File: src/hdl/mbalp_pkg.sv
// Shared constants and control types for the memory bank arbiter with loser priority.
`timescale 1ns / 1ps

package mbalp_pkg;

    localparam int DEF_MAX_REQUESTERS = 16;
    localparam int DEF_MAX_BANKS      = 64;

    localparam int REQ_W       = 4;
    localparam int MOD_W       = 6;
    localparam int CNT_W       = 16;
    localparam int AP_W        = 5;
    localparam int AM_W        = 7;
    localparam int CFG_IDX_W   = 1;
    localparam int CFG_DATA_W  = 7;
    localparam int IN_TDATA_W  = 16;
    localparam int OUT_TDATA_W = 48;
    localparam int MOD_CODES   = 1 << MOD_W;

    localparam int RESULT_LIMIT = 16;
    localparam int RCNT_W       = $clog2(RESULT_LIMIT + 1);

    localparam logic OP_LOAD  = 1'b0;
    localparam logic OP_CYCLE = 1'b1;

    localparam logic [CFG_IDX_W-1:0] CFG_ACTIVE_PROC = 1'd0;
    localparam logic [CFG_IDX_W-1:0] CFG_ACTIVE_MOD  = 1'd1;

    localparam logic [AP_W-1:0] AP_RESET = 5'd16;
    localparam logic [AM_W-1:0] AM_RESET = 7'd64;

    // Controls for the priority order memory.
    typedef struct packed {
        logic clr;
        logic start;
        logic rd;
        logic put_denied;
        logic put_granted;
        logic put_np;
        logic copy;
        logic flip;
    } t_ord_ctl;

    // Controls for the requester state memory.
    typedef struct packed {
        logic clr;
        logic rd;
        logic upd;
        logic ld_wr;
        logic busy_clr;
    } t_req_ctl;

    // Arbitration outcome for the requester currently read.
    typedef struct packed {
        logic             grant;
        logic [MOD_W-1:0] module_idx;
        logic [CNT_W-1:0] wait_total;
        logic [CNT_W-1:0] grant_total;
    } t_req_info;

endpackage

File: src/hdl/mbalp_req_unit.sv
// Requester state memory with bank busy flags and saturating counter update.
`timescale 1ns / 1ps

module mbalp_req_unit #(
    parameter int MAX_REQUESTERS = mbalp_pkg::DEF_MAX_REQUESTERS,
    localparam int IW = (MAX_REQUESTERS > 1) ? $clog2(MAX_REQUESTERS) : 1
) (
    input  logic                           i_clk,
    input  logic                           i_rst_n,
    input  mbalp_pkg::t_req_ctl            i_ctl,
    input  logic [IW-1:0]                  i_rd_addr,
    input  logic [IW-1:0]                  i_wr_addr,
    input  logic [mbalp_pkg::MOD_W-1:0]    i_ld_mod,
    input  logic [mbalp_pkg::AM_W-1:0]     i_nmod,
    output mbalp_pkg::t_req_info           o_info
);

    typedef struct packed {
        logic [mbalp_pkg::MOD_W-1:0] pend;
        logic [mbalp_pkg::CNT_W-1:0] waits;
        logic [mbalp_pkg::CNT_W-1:0] grants;
    } t_entry;

    t_entry                            r_mem [MAX_REQUESTERS];
    t_entry                            r_rdata;
    t_entry                            n_wdata;
    logic                              wr_en;
    logic                              grant;
    logic [mbalp_pkg::MOD_CODES-1:0]   r_busy;

    function automatic logic [mbalp_pkg::CNT_W-1:0] sat_inc(
        input logic [mbalp_pkg::CNT_W-1:0] v
    );
        return (v == '1) ? v : mbalp_pkg::CNT_W'(v + 1'b1);
    endfunction

    // A request is granted when its bank is active and nobody ahead took it.
    always_comb begin
        grant = (mbalp_pkg::AM_W'(r_rdata.pend) < i_nmod) && !r_busy[r_rdata.pend];
    end

    always_comb begin
        n_wdata = r_rdata;
        wr_en   = 1'b0;
        if (i_ctl.clr) begin
            n_wdata = '0;
            wr_en   = 1'b1;
        end else if (i_ctl.ld_wr) begin
            n_wdata.pend = i_ld_mod;
            wr_en        = 1'b1;
        end else if (i_ctl.upd) begin
            wr_en = 1'b1;
            if (grant) begin
                n_wdata.grants = sat_inc(r_rdata.grants);
            end else begin
                n_wdata.waits = sat_inc(r_rdata.waits);
            end
        end
    end

    always_ff @(posedge i_clk) begin
        if (wr_en) begin
            r_mem[i_wr_addr] <= n_wdata;
        end
        if (i_ctl.rd) begin
            r_rdata <= r_mem[i_rd_addr];
        end
    end

    always_ff @(posedge i_clk) begin
        if (!i_rst_n) begin
            r_busy <= '0;
        end else if (i_ctl.busy_clr) begin
            r_busy <= '0;
        end else if (i_ctl.upd && grant) begin
            r_busy[r_rdata.pend] <= 1'b1;
        end
    end

    assign o_info = '{
        grant:       grant,
        module_idx:  r_rdata.pend,
        wait_total:  r_rdata.waits,
        grant_total: sat_inc(r_rdata.grants)
    };

endmodule

File: src/hdl/mbalp_order_unit.sv
// Double-buffered priority order memory with partition write pointers.
`timescale 1ns / 1ps

module mbalp_order_unit #(
    parameter int MAX_REQUESTERS = mbalp_pkg::DEF_MAX_REQUESTERS,
    localparam int IW = (MAX_REQUESTERS > 1) ? $clog2(MAX_REQUESTERS) : 1,
    localparam int CW = $clog2(MAX_REQUESTERS + 1)
) (
    input  logic                 i_clk,
    input  logic                 i_rst_n,
    input  mbalp_pkg::t_ord_ctl  i_ctl,
    input  logic [IW-1:0]        i_clr_addr,
    input  logic [IW-1:0]        i_rd_pos,
    input  logic [IW-1:0]        i_put_id,
    input  logic [CW-1:0]        i_nproc,
    output logic [IW-1:0]        o_id,
    output logic                 o_copy_done
);

    localparam int DEPTH = 2 * MAX_REQUESTERS;
    localparam int AW    = $clog2(DEPTH);

    logic [IW-1:0] r_mem [DEPTH];
    logic [IW-1:0] r_rd;
    logic          r_bank;
    logic [CW-1:0] r_d;
    logic [CW-1:0] r_g;
    logic [CW-1:0] r_np;
    logic [CW-1:0] r_k;
    logic          r_cp_valid;
    logic          cp_rd;
    logic          rd_en;
    logic [AW-1:0] rd_addr;
    logic          wr_en;
    logic [AW-1:0] wr_addr;
    logic [IW-1:0] wr_data;

    function automatic logic [AW-1:0] loc(input logic bank, input logic [CW-1:0] idx);
        return bank ? AW'(AW'(idx) + AW'(MAX_REQUESTERS)) : AW'(idx);
    endfunction

    // Denied ids fill the new bank from the front and outsiders sit behind the
    // participants. Granted ids are parked in already-read slots of the old
    // bank and copied behind the denied ones once the walk is over.
    always_comb begin
        cp_rd   = i_ctl.copy && (r_k < r_g);
        rd_en   = i_ctl.rd || cp_rd;
        rd_addr = cp_rd ? loc(r_bank, r_k) : loc(r_bank, CW'(i_rd_pos));
    end

    always_comb begin
        wr_en   = 1'b1;
        wr_addr = loc(1'b0, CW'(i_clr_addr));
        wr_data = i_clr_addr;
        if (i_ctl.clr) begin
            wr_addr = loc(1'b0, CW'(i_clr_addr));
            wr_data = i_clr_addr;
        end else if (i_ctl.put_denied) begin
            wr_addr = loc(!r_bank, r_d);
            wr_data = i_put_id;
        end else if (i_ctl.put_granted) begin
            wr_addr = loc(r_bank, r_g);
            wr_data = i_put_id;
        end else if (i_ctl.put_np) begin
            wr_addr = loc(!r_bank, CW'(i_nproc + r_np));
            wr_data = i_put_id;
        end else if (r_cp_valid) begin
            wr_addr = loc(!r_bank, r_d);
            wr_data = r_rd;
        end else begin
            wr_en = 1'b0;
        end
    end

    always_ff @(posedge i_clk) begin
        if (wr_en) begin
            r_mem[wr_addr] <= wr_data;
        end
        if (rd_en) begin
            r_rd <= r_mem[rd_addr];
        end
    end

    always_ff @(posedge i_clk) begin
        if (!i_rst_n) begin
            r_bank     <= 1'b0;
            r_d        <= '0;
            r_g        <= '0;
            r_np       <= '0;
            r_k        <= '0;
            r_cp_valid <= 1'b0;
        end else begin
            r_cp_valid <= cp_rd;
            if (i_ctl.start) begin
                r_d  <= '0;
                r_g  <= '0;
                r_np <= '0;
                r_k  <= '0;
            end else begin
                if (i_ctl.put_denied || r_cp_valid) begin
                    r_d <= CW'(r_d + 1'b1);
                end
                if (i_ctl.put_granted) begin
                    r_g <= CW'(r_g + 1'b1);
                end
                if (i_ctl.put_np) begin
                    r_np <= CW'(r_np + 1'b1);
                end
                if (cp_rd) begin
                    r_k <= CW'(r_k + 1'b1);
                end
            end
            if (i_ctl.flip) begin
                r_bank <= !r_bank;
            end
        end
    end

    assign o_id        = r_rd;
    assign o_copy_done = (r_k == r_g) && !r_cp_valid;

    // Denied plus granted ids must fill exactly the participant slots.
    a_partition_fill: assert property (@(posedge i_clk) disable iff (!i_rst_n)
        i_ctl.flip |-> (r_d == i_nproc))
        else $error("order partition did not fill the participant slots");

endmodule

File: src/hdl/memory_bank_arbiter_loser_priority.sv
// Top level: configuration, sequencer, result staging and stream ports.
//
//  Channel   Direction  Handshake                    Payload
//  s_axis    in         s_axis_tvalid/s_axis_tready  tuser operation, tdata request fields
//  m_axis    out        m_axis_tvalid/m_axis_tready  tdata grant fields, tlast, tuser error
//  cfg       in         i_cfg_wr_en                  i_cfg_index, i_cfg_data
//
// A load reads and then writes the requester entry; a load with a bank out of range
// waits for the result register to report an error. A cycle item walks the order and
// requester memories in a three-stage pipeline, then copies the granted ids behind the
// denied ones. After reset a clearing pass fills both memories; no item is taken.
// A stalled result output holds the walk only when a second grant result is ready.
`timescale 1ns / 1ps

module memory_bank_arbiter_loser_priority #(
    parameter int MAX_REQUESTERS = mbalp_pkg::DEF_MAX_REQUESTERS,
    parameter int MAX_BANKS      = mbalp_pkg::DEF_MAX_BANKS
) (
    input  logic                                i_clk,
    input  logic                                i_rst_n,
    input  logic                                i_cfg_wr_en,
    input  logic [mbalp_pkg::CFG_IDX_W-1:0]     i_cfg_index,
    input  logic [mbalp_pkg::CFG_DATA_W-1:0]    i_cfg_data,
    input  logic                                s_axis_tvalid,
    output logic                                s_axis_tready,
    // requester [3:0], module_index [9:4], zero fill [15:10]
    input  logic [mbalp_pkg::IN_TDATA_W-1:0]    s_axis_tdata,
    // operation
    input  logic                                s_axis_tuser,
    output logic                                m_axis_tvalid,
    input  logic                                m_axis_tready,
    // granted_requester [3:0], granted_module [9:4], wait_total [25:10],
    // grant_total [41:26], zero fill [47:42]
    output logic [mbalp_pkg::OUT_TDATA_W-1:0]   m_axis_tdata,
    output logic                                m_axis_tlast,
    // error
    output logic                                m_axis_tuser
);

    localparam int IW       = (MAX_REQUESTERS > 1) ? $clog2(MAX_REQUESTERS) : 1;
    localparam int CW       = $clog2(MAX_REQUESTERS + 1);
    localparam int BANK_CAP = (MAX_BANKS < mbalp_pkg::MOD_CODES) ? MAX_BANKS
                                                                 : mbalp_pkg::MOD_CODES;
    localparam int GD_W     = 2 * mbalp_pkg::CNT_W + mbalp_pkg::MOD_W + mbalp_pkg::REQ_W;

    localparam logic [2:0] S_CLEAR = 3'd0;
    localparam logic [2:0] S_IDLE  = 3'd1;
    localparam logic [2:0] S_LD_RD = 3'd2;
    localparam logic [2:0] S_LD_WR = 3'd3;
    localparam logic [2:0] S_ERR   = 3'd4;
    localparam logic [2:0] S_WALK  = 3'd5;
    localparam logic [2:0] S_COPY  = 3'd6;
    localparam logic [2:0] S_FLUSH = 3'd7;

    typedef struct packed {
        logic [mbalp_pkg::CNT_W-1:0] grant_total;
        logic [mbalp_pkg::CNT_W-1:0] wait_total;
        logic [mbalp_pkg::MOD_W-1:0] granted_module;
        logic [mbalp_pkg::REQ_W-1:0] granted_requester;
    } t_grant_data;

    logic [2:0]                       r_state;
    logic [2:0]                       n_state;
    logic [mbalp_pkg::AP_W-1:0]       r_ap;
    logic [mbalp_pkg::AM_W-1:0]       r_am;
    logic [IW-1:0]                    r_clr;
    logic [CW-1:0]                    r_pos;
    logic                             r_b_valid;
    logic                             r_c_valid;
    logic [IW-1:0]                    r_c_id;
    logic [IW-1:0]                    r_ld_addr;
    logic [mbalp_pkg::MOD_W-1:0]      r_ld_mod;
    logic [mbalp_pkg::RCNT_W-1:0]     r_cnt;
    t_grant_data                      r_pend;
    logic                             r_pend_valid;
    t_grant_data                      r_out;
    logic                             r_out_last;
    logic                             r_out_err;
    logic                             r_out_valid;

    logic                             in_fire;
    logic                             in_op;
    logic [mbalp_pkg::REQ_W-1:0]      in_req;
    logic [mbalp_pkg::MOD_W-1:0]      in_mod;
    logic [CW-1:0]                    nproc;
    logic [mbalp_pkg::AM_W-1:0]       nmod;
    logic                             out_free;
    logic                             in_walk;
    logic                             a_valid;
    logic                             participant;
    logic                             c_grant;
    logic                             c_report;
    logic                             adv;
    logic                             c_commit;
    logic                             start;
    logic                             out_load_err;
    logic                             out_load_walk;
    logic                             out_load_flush;
    t_grant_data                      new_grant;

    mbalp_pkg::t_ord_ctl              ord_ctl;
    mbalp_pkg::t_req_ctl              req_ctl;
    logic [IW-1:0]                    ord_id;
    logic                             ord_copy_done;
    logic [IW-1:0]                    req_rd_addr;
    logic [IW-1:0]                    req_wr_addr;
    mbalp_pkg::t_req_info             req_info;

    // ---------------------------------------------------------------- input side
    assign s_axis_tready = (r_state == S_IDLE);
    assign in_fire       = s_axis_tvalid && s_axis_tready;
    assign in_op         = s_axis_tuser;
    assign in_req        = s_axis_tdata[mbalp_pkg::REQ_W-1:0];
    assign in_mod        = s_axis_tdata[mbalp_pkg::REQ_W +: mbalp_pkg::MOD_W];
    assign start         = in_fire && (in_op == mbalp_pkg::OP_CYCLE);

    always_comb begin
        nproc = (int'(r_ap) < MAX_REQUESTERS) ? CW'(r_ap) : CW'(MAX_REQUESTERS);
        nmod  = (int'(r_am) < BANK_CAP) ? r_am : mbalp_pkg::AM_W'(BANK_CAP);
    end

    always_ff @(posedge i_clk) begin
        if (!i_rst_n) begin
            r_ap <= mbalp_pkg::AP_RESET;
            r_am <= mbalp_pkg::AM_RESET;
        end else if (i_cfg_wr_en) begin
            case (i_cfg_index)
                mbalp_pkg::CFG_ACTIVE_PROC: r_ap <= i_cfg_data[mbalp_pkg::AP_W-1:0];
                mbalp_pkg::CFG_ACTIVE_MOD:  r_am <= i_cfg_data[mbalp_pkg::AM_W-1:0];
                default: ;
            endcase
        end
    end

    always_ff @(posedge i_clk) begin
        if (in_fire) begin
            r_ld_addr <= IW'(in_req);
            r_ld_mod  <= in_mod;
        end
    end

    // ---------------------------------------------------------------- walk pipeline
    // Stage A reads the order slot, stage B reads that requester's entry,
    // stage C decides and writes back both memories.
    assign out_free    = !r_out_valid || m_axis_tready;
    assign in_walk     = (r_state == S_WALK);
    assign a_valid     = r_pos < CW'(MAX_REQUESTERS);
    assign participant = CW'(r_c_id) < nproc;
    assign c_grant     = participant && req_info.grant;
    assign c_report    = c_grant && (r_cnt < mbalp_pkg::RCNT_W'(mbalp_pkg::RESULT_LIMIT));
    assign adv         = !(r_c_valid && c_report && r_pend_valid && !out_free);
    assign c_commit    = in_walk && adv && r_c_valid;

    always_comb begin
        new_grant = '{
            grant_total:       req_info.grant_total,
            wait_total:        req_info.wait_total,
            granted_module:    req_info.module_idx,
            granted_requester: mbalp_pkg::REQ_W'(r_c_id)
        };
    end

    always_ff @(posedge i_clk) begin
        if (!i_rst_n) begin
            r_pos     <= '0;
            r_b_valid <= 1'b0;
            r_c_valid <= 1'b0;
        end else if (start) begin
            r_pos     <= '0;
            r_b_valid <= 1'b0;
            r_c_valid <= 1'b0;
        end else if (in_walk && adv) begin
            if (a_valid) begin
                r_pos <= CW'(r_pos + 1'b1);
            end
            r_b_valid <= a_valid;
            r_c_valid <= r_b_valid;
        end
    end

    always_ff @(posedge i_clk) begin
        if (in_walk && adv && r_b_valid) begin
            r_c_id <= ord_id;
        end
    end

    always_ff @(posedge i_clk) begin
        if (!i_rst_n) begin
            r_clr <= '0;
        end else if (r_state == S_CLEAR) begin
            r_clr <= IW'(r_clr + 1'b1);
        end
    end

    // ---------------------------------------------------------------- memory controls
    always_comb begin
        ord_ctl.clr         = (r_state == S_CLEAR);
        ord_ctl.start       = start;
        ord_ctl.rd          = in_walk && adv && a_valid;
        ord_ctl.put_denied  = c_commit && participant && !req_info.grant;
        ord_ctl.put_granted = c_commit && c_grant;
        ord_ctl.put_np      = c_commit && !participant;
        ord_ctl.copy        = (r_state == S_COPY);
        ord_ctl.flip        = (r_state == S_COPY) && ord_copy_done;

        req_ctl.clr         = (r_state == S_CLEAR);
        req_ctl.rd          = (in_walk && adv && r_b_valid) || (r_state == S_LD_RD);
        req_ctl.upd         = c_commit && participant;
        req_ctl.ld_wr       = (r_state == S_LD_WR);
        req_ctl.busy_clr    = start;

        req_rd_addr = (r_state == S_LD_RD) ? r_ld_addr : ord_id;
        if (r_state == S_CLEAR) begin
            req_wr_addr = r_clr;
        end else if (r_state == S_LD_WR) begin
            req_wr_addr = r_ld_addr;
        end else begin
            req_wr_addr = r_c_id;
        end
    end

    mbalp_order_unit #(
        .MAX_REQUESTERS (MAX_REQUESTERS)
    ) u_order (
        .i_clk       (i_clk),
        .i_rst_n     (i_rst_n),
        .i_ctl       (ord_ctl),
        .i_clr_addr  (r_clr),
        .i_rd_pos    (r_pos[IW-1:0]),
        .i_put_id    (r_c_id),
        .i_nproc     (nproc),
        .o_id        (ord_id),
        .o_copy_done (ord_copy_done)
    );

    mbalp_req_unit #(
        .MAX_REQUESTERS (MAX_REQUESTERS)
    ) u_req (
        .i_clk     (i_clk),
        .i_rst_n   (i_rst_n),
        .i_ctl     (req_ctl),
        .i_rd_addr (req_rd_addr),
        .i_wr_addr (req_wr_addr),
        .i_ld_mod  (r_ld_mod),
        .i_nmod    (nmod),
        .o_info    (req_info)
    );

    // ---------------------------------------------------------------- sequencer
    always_comb begin
        n_state = r_state;
        case (r_state)
            S_CLEAR: begin
                if (r_clr == IW'(MAX_REQUESTERS - 1)) begin
                    n_state = S_IDLE;
                end
            end
            S_IDLE: begin
                if (in_fire) begin
                    if (in_op == mbalp_pkg::OP_CYCLE) begin
                        n_state = S_WALK;
                    end else if (int'(in_req) < MAX_REQUESTERS) begin
                        if (mbalp_pkg::AM_W'(in_mod) >= nmod) begin
                            n_state = S_ERR;
                        end else begin
                            n_state = S_LD_RD;
                        end
                    end
                end
            end
            S_LD_RD: n_state = S_LD_WR;
            S_LD_WR: n_state = S_IDLE;
            S_ERR: begin
                if (out_free) begin
                    n_state = S_IDLE;
                end
            end
            S_WALK: begin
                if (!a_valid && !r_b_valid && !r_c_valid) begin
                    n_state = S_COPY;
                end
            end
            S_COPY: begin
                if (ord_copy_done) begin
                    n_state = S_FLUSH;
                end
            end
            S_FLUSH: begin
                if (!r_pend_valid || out_free) begin
                    n_state = S_IDLE;
                end
            end
            default: n_state = S_IDLE;
        endcase
    end

    always_ff @(posedge i_clk) begin
        if (!i_rst_n) begin
            r_state <= S_CLEAR;
        end else begin
            r_state <= n_state;
        end
    end

    // ---------------------------------------------------------------- results
    // The newest grant is held back one step so the final one can carry tlast.
    assign out_load_err   = (r_state == S_ERR) && out_free;
    assign out_load_walk  = c_commit && c_report && r_pend_valid;
    assign out_load_flush = (r_state == S_FLUSH) && r_pend_valid && out_free;

    always_ff @(posedge i_clk) begin
        if (!i_rst_n) begin
            r_pend_valid <= 1'b0;
            r_cnt        <= '0;
        end else if (start) begin
            r_pend_valid <= 1'b0;
            r_cnt        <= '0;
        end else if (c_commit && c_report) begin
            r_pend_valid <= 1'b1;
            r_cnt        <= mbalp_pkg::RCNT_W'(r_cnt + 1'b1);
        end else if (out_load_flush) begin
            r_pend_valid <= 1'b0;
        end
    end

    always_ff @(posedge i_clk) begin
        if (c_commit && c_report) begin
            r_pend <= new_grant;
        end
    end

    always_ff @(posedge i_clk) begin
        if (!i_rst_n) begin
            r_out_valid <= 1'b0;
        end else if (out_load_err || out_load_walk || out_load_flush) begin
            r_out_valid <= 1'b1;
        end else if (m_axis_tready) begin
            r_out_valid <= 1'b0;
        end
    end

    always_ff @(posedge i_clk) begin
        if (out_load_err) begin
            r_out      <= '0;
            r_out_last <= 1'b0;
            r_out_err  <= 1'b1;
        end else if (out_load_walk || out_load_flush) begin
            r_out      <= r_pend;
            r_out_last <= out_load_flush;
            r_out_err  <= 1'b0;
        end
    end

    assign m_axis_tvalid = r_out_valid;
    assign m_axis_tdata  = {(mbalp_pkg::OUT_TDATA_W - GD_W)'(0), r_out};
    assign m_axis_tlast  = r_out_last;
    assign m_axis_tuser  = r_out_err;

    // ---------------------------------------------------------------- checks
    a_result_limit: assert property (@(posedge i_clk) disable iff (!i_rst_n)
        r_cnt <= mbalp_pkg::RCNT_W'(mbalp_pkg::RESULT_LIMIT))
        else $error("more grant results than the per-cycle limit");

    a_idle_drained: assert property (@(posedge i_clk) disable iff (!i_rst_n)
        (r_state == S_IDLE) |-> (!r_pend_valid && !r_b_valid && !r_c_valid))
        else $error("walk pipeline or held grant left over in idle");

    a_flush_pending: assert property (@(posedge i_clk) disable iff (!i_rst_n)
        (r_state == S_FLUSH) |-> ((r_cnt != '0) == r_pend_valid))
        else $error("held grant does not match the grant count at flush");

endmodule

File: config.mk
export PLATFORM = sky130hd
export DESIGN_NAME = memory_bank_arbiter_loser_priority
export DESIGN_NICKNAME = d
export VERILOG_FILES = /design/src/hdl/mbalp_pkg.sv /design/src/hdl/mbalp_req_unit.sv /design/src/hdl/mbalp_order_unit.sv /design/src/hdl/memory_bank_arbiter_loser_priority.sv
export SDC_FILE = /design/constraint.sdc
export NUM_CORES = 1
export LEC_CHECK = 0
export CORE_MARGIN = 2
export CORE_UTILIZATION = 60
export DETAILED_ROUTE_END_ITERATION = 12
export DONT_BUFFER_PORTS = 1
export PLACE_DENSITY_LB_ADDON = 0.08
export SETUP_SLACK_MARGIN = 0.02
export SLEW_MARGIN = 20
export SYNTH_ARGS = -nofsm -noshare
export SYNTH_HDL_FRONTEND = slang
export SYNTH_HIERARCHICAL = 1
export SYNTH_SLANG_ARGS = --single-unit
File: constraint.sdc
create_clock -name i_clk -period 7.5 [get_ports i_clk]
set_input_delay 1.125 -clock i_clk [delete_from_list [all_inputs] [get_ports i_clk]]
set_output_delay 1.125 -clock i_clk [all_outputs]
set_load 0.02 [all_outputs]
# Word level (Yosys, flattened, before mapping)
# Memory sizes are Yosys's and may differ from the RTL's. A register that Yosys moved wholly into a read port is not among the register bits.
# Index checks and enable logic that the tools add are counted.
# word_totals
reg_bits,219
latch_bits,0
ram_bits,736
rom_bits,0
input_bits,30
memories,2
# mem_list
name,words,word_bits,read_ports,rd_clocked_by_memory_dff,write_ports,line_no,source
u_req.r_mem,16,38,1,1,1,mbalp_req_unit.sv:24,t_entry r_mem [MAX_REQUESTERS];
u_order.r_mem,32,4,1,1,1,mbalp_order_unit.sv:23,logic [IW-1:0] r_mem [DEPTH];
# classes
addsub,15
n_mul,0
div,0
magnitude_cmp,10
eq_ne,17
shifts,0
muxes,58
n_bitwise,3
reduce_logical,56
# ops
operator,n
16-bit 2-to-1 mux,4
32-bit 2-to-1 mux,2
64-bit OR,1
5-bit 2-to-1 mux,12
38-bit 2-to-1 mux,1
16-bit by 1-bit adder with 16-bit output (second input constant),2
16-bit equality test (second input constant),2
4-bit 2-to-1 mux,8
5-bit by 1-bit adder with 5-bit output (second input constant),6
1-bit logical AND,28
3-bit 2-to-1 mux,8
3-bit case mux with 8 select lines,1
5-bit adder (second input constant),4
1-bit 2-to-1 mux,18
5-bit less-than comparator (second input constant),3
3-bit equality test (second input constant),4
1-bit zero test,12
1-bit logical OR,8
6-bit by 7-bit >= comparator with 1-bit output,1
6-bit by 7-bit less-than comparator with 1-bit output,1
6-bit by 7-bit less-than comparator with 1-bit output (second input constant),1
7-bit less-than comparator (second input constant),1
7-bit 2-to-1 mux,1
1-bit binary-select mux with 6-bit select,1
20 further kinds,29

# Logic depth before layout (Yosys ltp)
# depth
ltp_word,19
mapped_depth,27
mapped_depth_nobuf,22

# Cells and area by module
# The synthesis kept the hierarchy.
# modules_own_cells
mod,instances,cells_each,area_per_inst_um2,seq_area_each_um2
mbalp_req_unit,1,1464,28335.9,20679.8
mbalp_order_unit,1,564,7151.9,4404.2
memory_bank_arbiter_loser_priority,1,501,5521.5,3223.1

# Worst setup path after synthesis
# OpenSTA, ideal clock, no wires.
# synth_timing
path_type,register to register
startpoint,"reg, netlist name u_req/o_info[37]"
endpoint,mem u_req/r_mem[2][0] (netlist bit) (enable)
arrival_ns,6.078
t_required_ns,7.020
slack_ns,0.941
path_stages_with_launch,17
n_path_buf,4
cell_sequence,edfxtp_1 > clkbuf_1 > nor3b_1 > a22oi_1 > nand2_1 > or4_4 > clkinv_2 > buf_4 > buf_4 > buf_4 > nand3b_1 > a211o_1 > nand2_1 > nor3b_1 > nor3_1 > or3b_2 > nor3_1
# synth_rtl
item,line_no
"end, declared",mbalp_req_unit.sv:24

==> out/qor.yml <==
synth:
  synthMuxAreaShare_pct: 14.43
  async_flop_share_pct: 0
  synth_cells: 2529
  synth_fa_ha_area_share_pct: 1.025
  ys_seq_elements: 997
  synth_warnings: 6
  synth_top_family_by_area: "multiplexers"
  synth-simple-area-share_pct: 7.014
  synth-edff-count: 834
  ys_seq_area_share_pct: 69.03
  synth.distinct_cells: 89
  synth_compound_area_share_pct: 4.699
  synth_xor_area_share_pct: 0.7902
  syn_area_per_cell_um2: 16.22
  syn_area_um2: 41010
  synth-main-ff-cell: "edfxtp_1"
clock_tree:
  cts-htree-levels: 3
  postCtsHoldBufs: 0
  post_cts_buffers: 0
  ctsLongestPathBuffers: 3
  cts_tree: "yes"
  cts_resized: 0
  clkTransAtPathRegs_ns: 0.06
  numClockSinks: 997
  cts_buffers: 96
  clkLatencyLatePin_ns: 0.66
  cts-root-buf: "clkbuf_16"
cells_and_area:
  antenna_cells: 0
  postLayoutCellArea_um2: 45110
  stdcell_count: 3479
  area_growth_pct: 9.995
  drive_gt1_share_pct: 18.88
  nFillCells: 4569
  nets: 2587
power:
  vdd_ir_drop_max_v: 0.0002180
  power_density_nw_per_um2: 302.5
  p_leak_nw: 14.91
critical_path:
  crit_buf_inv: 4
  cp_slowest_stage_delay_ns: 0.96
  crit_slowest_cell: "nor4_1"
  cp.required_ns: 7.76
  worstPathArrival_ns: 6.49
  cp_cell_sequence: "buf_4 > mux4_2 > o2111ai_1 > o211ai_1 > or4_4 > clkinv_2 > buf_4 > nor4bb_2 > buf_4 > nor4_1 > nor2_1 > o22a_1 > nand2_1 > nor4_1"
  crit_path_start_kind: "flop"
  crit_family: "simple AND/OR/NAND/NOR gates"
  endpoint_kind: "flop"
  worstSetupPathType: "flop to flop"
  crit_top_cell: "buf_4"
  crit_fanout: 38
floorplanning:
  core_area_um2: 67400
  ios: 82
  rows: 95
  die_w_um: 265.4
  start_util_pct: 60.85
  dieArea_um2: 70460
  die_y_um: 265.4
detailed_routing:
  drc: 0
  wl_per_cell_um: 26.33
  routed_wl_um: 91610
  vias_per_cell: 6.461
  drtPass1Iterations: 7
  final_antenna_net_count: 0
  drtIter0Drc: 2525
  vias: 22480
sta:
  report.final.hold_viol_count: 0
  finalWorstSetupSlack_ns: 1.261
  whs_ns: 0.4643
  max_freq_mhz: 160.3
  finClkSkew_ns: 0.02783
  finalMaxSlewViolations: 0
  post-route-min-period_ns: 6.239
  finalCritPeriodShare_pct: 83.18
  rsz0062_at_grt: "false"
  setup-tns-final_ns: 0
  setup-violations-final: 0
  relSlewSlack_pct: 19.36
  tightest_slew_ns: 1.197
status:
  status: "completed"
global_routing:
  grt_pass1_wl_um: 138300
  grt_use_total_pct: 26.36
  grt_overflow: 0
  grt_max_degree: 96
  first_global_vias: 22710
  grt_antenna_before_repair: 1
place:
  pre_cts_slack_ns: 1.301
  numPlacedInstances: 3299
  place_area_um2: 41790
  numPortBuffers: 0
  dp_hpwl_um: 52010
  place.gp.congestion: 0.8322
flow_run:
  drv_cap: 0
worst_hold_path:
  hp-class: "flop to flop"
-- report_power, final --
part	internal (mW)	switching, mW	total (mW)	leakage (nW)
clock	2.91	2.05	4.96	1.60
sequential	6.91	0.149	7.06	9.06
combinational	0.449	1.17	1.62	4.26
-- per-stage QoR --
stage,utilization [%],power [mW]
finish,66.93,13.65
global route,66.93,14.07
CTS,66.88,13.73
detailed placement,62.01,8.796
global placement,61.98,8.707
floorplan,-,8.107
-- cell type report --
| cell class | instances | area (µm²) | area share, % |
|---|---|---|---|
| Multi-Input combinational cell | 1292 | 11700 | 25.93 |
| Tap cell | 873 | 1092 | 2.422 |
| Timing Repair Buffer | 53 | 410.4 | 0.9098 |
| Clock buffer | 123 | 2636 | 5.844 |
| Clock inverter | 57 | 645.6 | 1.431 |
| Inverter | 84 | 321.6 | 0.7129 |
| Sequential cell | 997 | 28310 | 62.75 |
-- final timing paths --
| path | start | to | slack (ns) | cells after the start |
|---|---|---|---|---|
| max | u_req/o_info[32] | u_order/r_mem[10][3] | 1.26 | 14 |
| min | r_am[3] | r_am[3] | 0.46 | 2 |
| max reg2reg | u_req/o_info[32] | u_order/r_mem[10][3] | 1.26 | 14 |
| min reg2reg | r_am[3] | r_am[3] | 0.46 | 2 |
-- state kept, by name, indices dropped and copies added (netlist names), 6 cells and up --
signal,count
u_order/r_mem,128
u_req/r_rdata,16
r_ld_mod,6
u_req/r_busy,64
m_axis_tdata,42
r_am,7
u_req/r_mem,608
r_pend,42
u_req/o_info,22
-- logic make-up after synthesis --
kind of cell / Yosys count
flops: 997
simple gates: 591
mux: 338
compound gates: 287
buf+inv: 245
xor+xnor: 37
fa+ha+maj: 33
other cells: 1
-- worst reg2reg max path, stage by stage (launching register included) --
cell	delay (ns)
edfxtp_1	0.77
buf_4	0.40
mux4_2	0.54
o2111ai_1	0.19
o211ai_1	0.17
or4_4	0.73
clkinv_2	0.11
buf_4	0.41
nor4bb_2	0.35
buf_4	0.25
nor4_1	0.10
nor2_1	0.33
o22a_1	0.32
nand2_1	0.23
nor4_1	0.96
-- synthesized netlist by cell type, types with 10 or more instances --
cell / n / area, µm²
a211oi_1: 14 / 105.1
a21oi_1: 62 / 310.3
a22o_1: 10 / 87.58
a31oi_1: 71 / 444.2
and2_1: 12 / 75.07
and3_1: 19 / 118.9
buf_1: 18 / 67.56
buf_2: 20 / 100.1
buf_4: 41 / 307.8
clkbuf_1: 70 / 262.8
dfxtp_1: 163 / 3263
edfxtp_1: 834 / 25040
ha_1: 32 / 400.4
inv_1: 80 / 300.3
mux2_2: 38 / 427.9
mux2i_1: 94 / 940.9
mux4_2: 198 / 4459
nand2_1: 152 / 570.6
nand2b_1: 40 / 250.2
nand3_1: 38 / 190.2
nand4_1: 17 / 106.4
nor2_1: 188 / 705.7
nor2b_1: 24 / 150.1
nor3_1: 26 / 130.1
nor4_1: 14 / 87.58
o21ai_0: 33 / 165.2
o22a_1: 11 / 96.34
o22ai_1: 18 / 112.6
or3_1: 14 / 87.58
xnor2_1: 22 / 192.7
xor2_1: 15 / 131.4
-- cell usage in the layout, fill, tap and decap left out, types with 8 or more instances in the layout --
cell	count
o21ai_0	33
clkinv_1	17
nor2_1	176
xnor2_1	22
a211oi_1	14
xor2_1	15
bufinv_16	12
and3_1	19
o22ai_1	18
nor2b_1	24
nand3_1	37
a22o_1	10
or3_1	14
dfxtp_1	163
nor2_4	12
nand4_1	17
nor3_1	21
and2_1	12
mux2_1	8
edfxtp_1	834
clkbuf_8	9
inv_1	80
clkbuf_16	98
a21oi_1	56
buf_4	52
nand2_1	152
o22a_1	10
clkinv_2	16
clkbuf_1	16
a31oi_1	71
mux4_2	198
mux2i_1	91
nor3b_1	8
nand2b_1	38
ha_1	32
nor4_1	14
mux2_2	35
-- per-layer routing --
layer  GRT usage, %  up-vias  wire length [µm]
li1               -     9782                 -
met1          37.46    11580             38050
met2          42.56      925             44560
met3          4.212      184              6411
met4          8.230        2              2578
met5              0        -                13
Note: power is estimated with default switching activity, not from simulation.
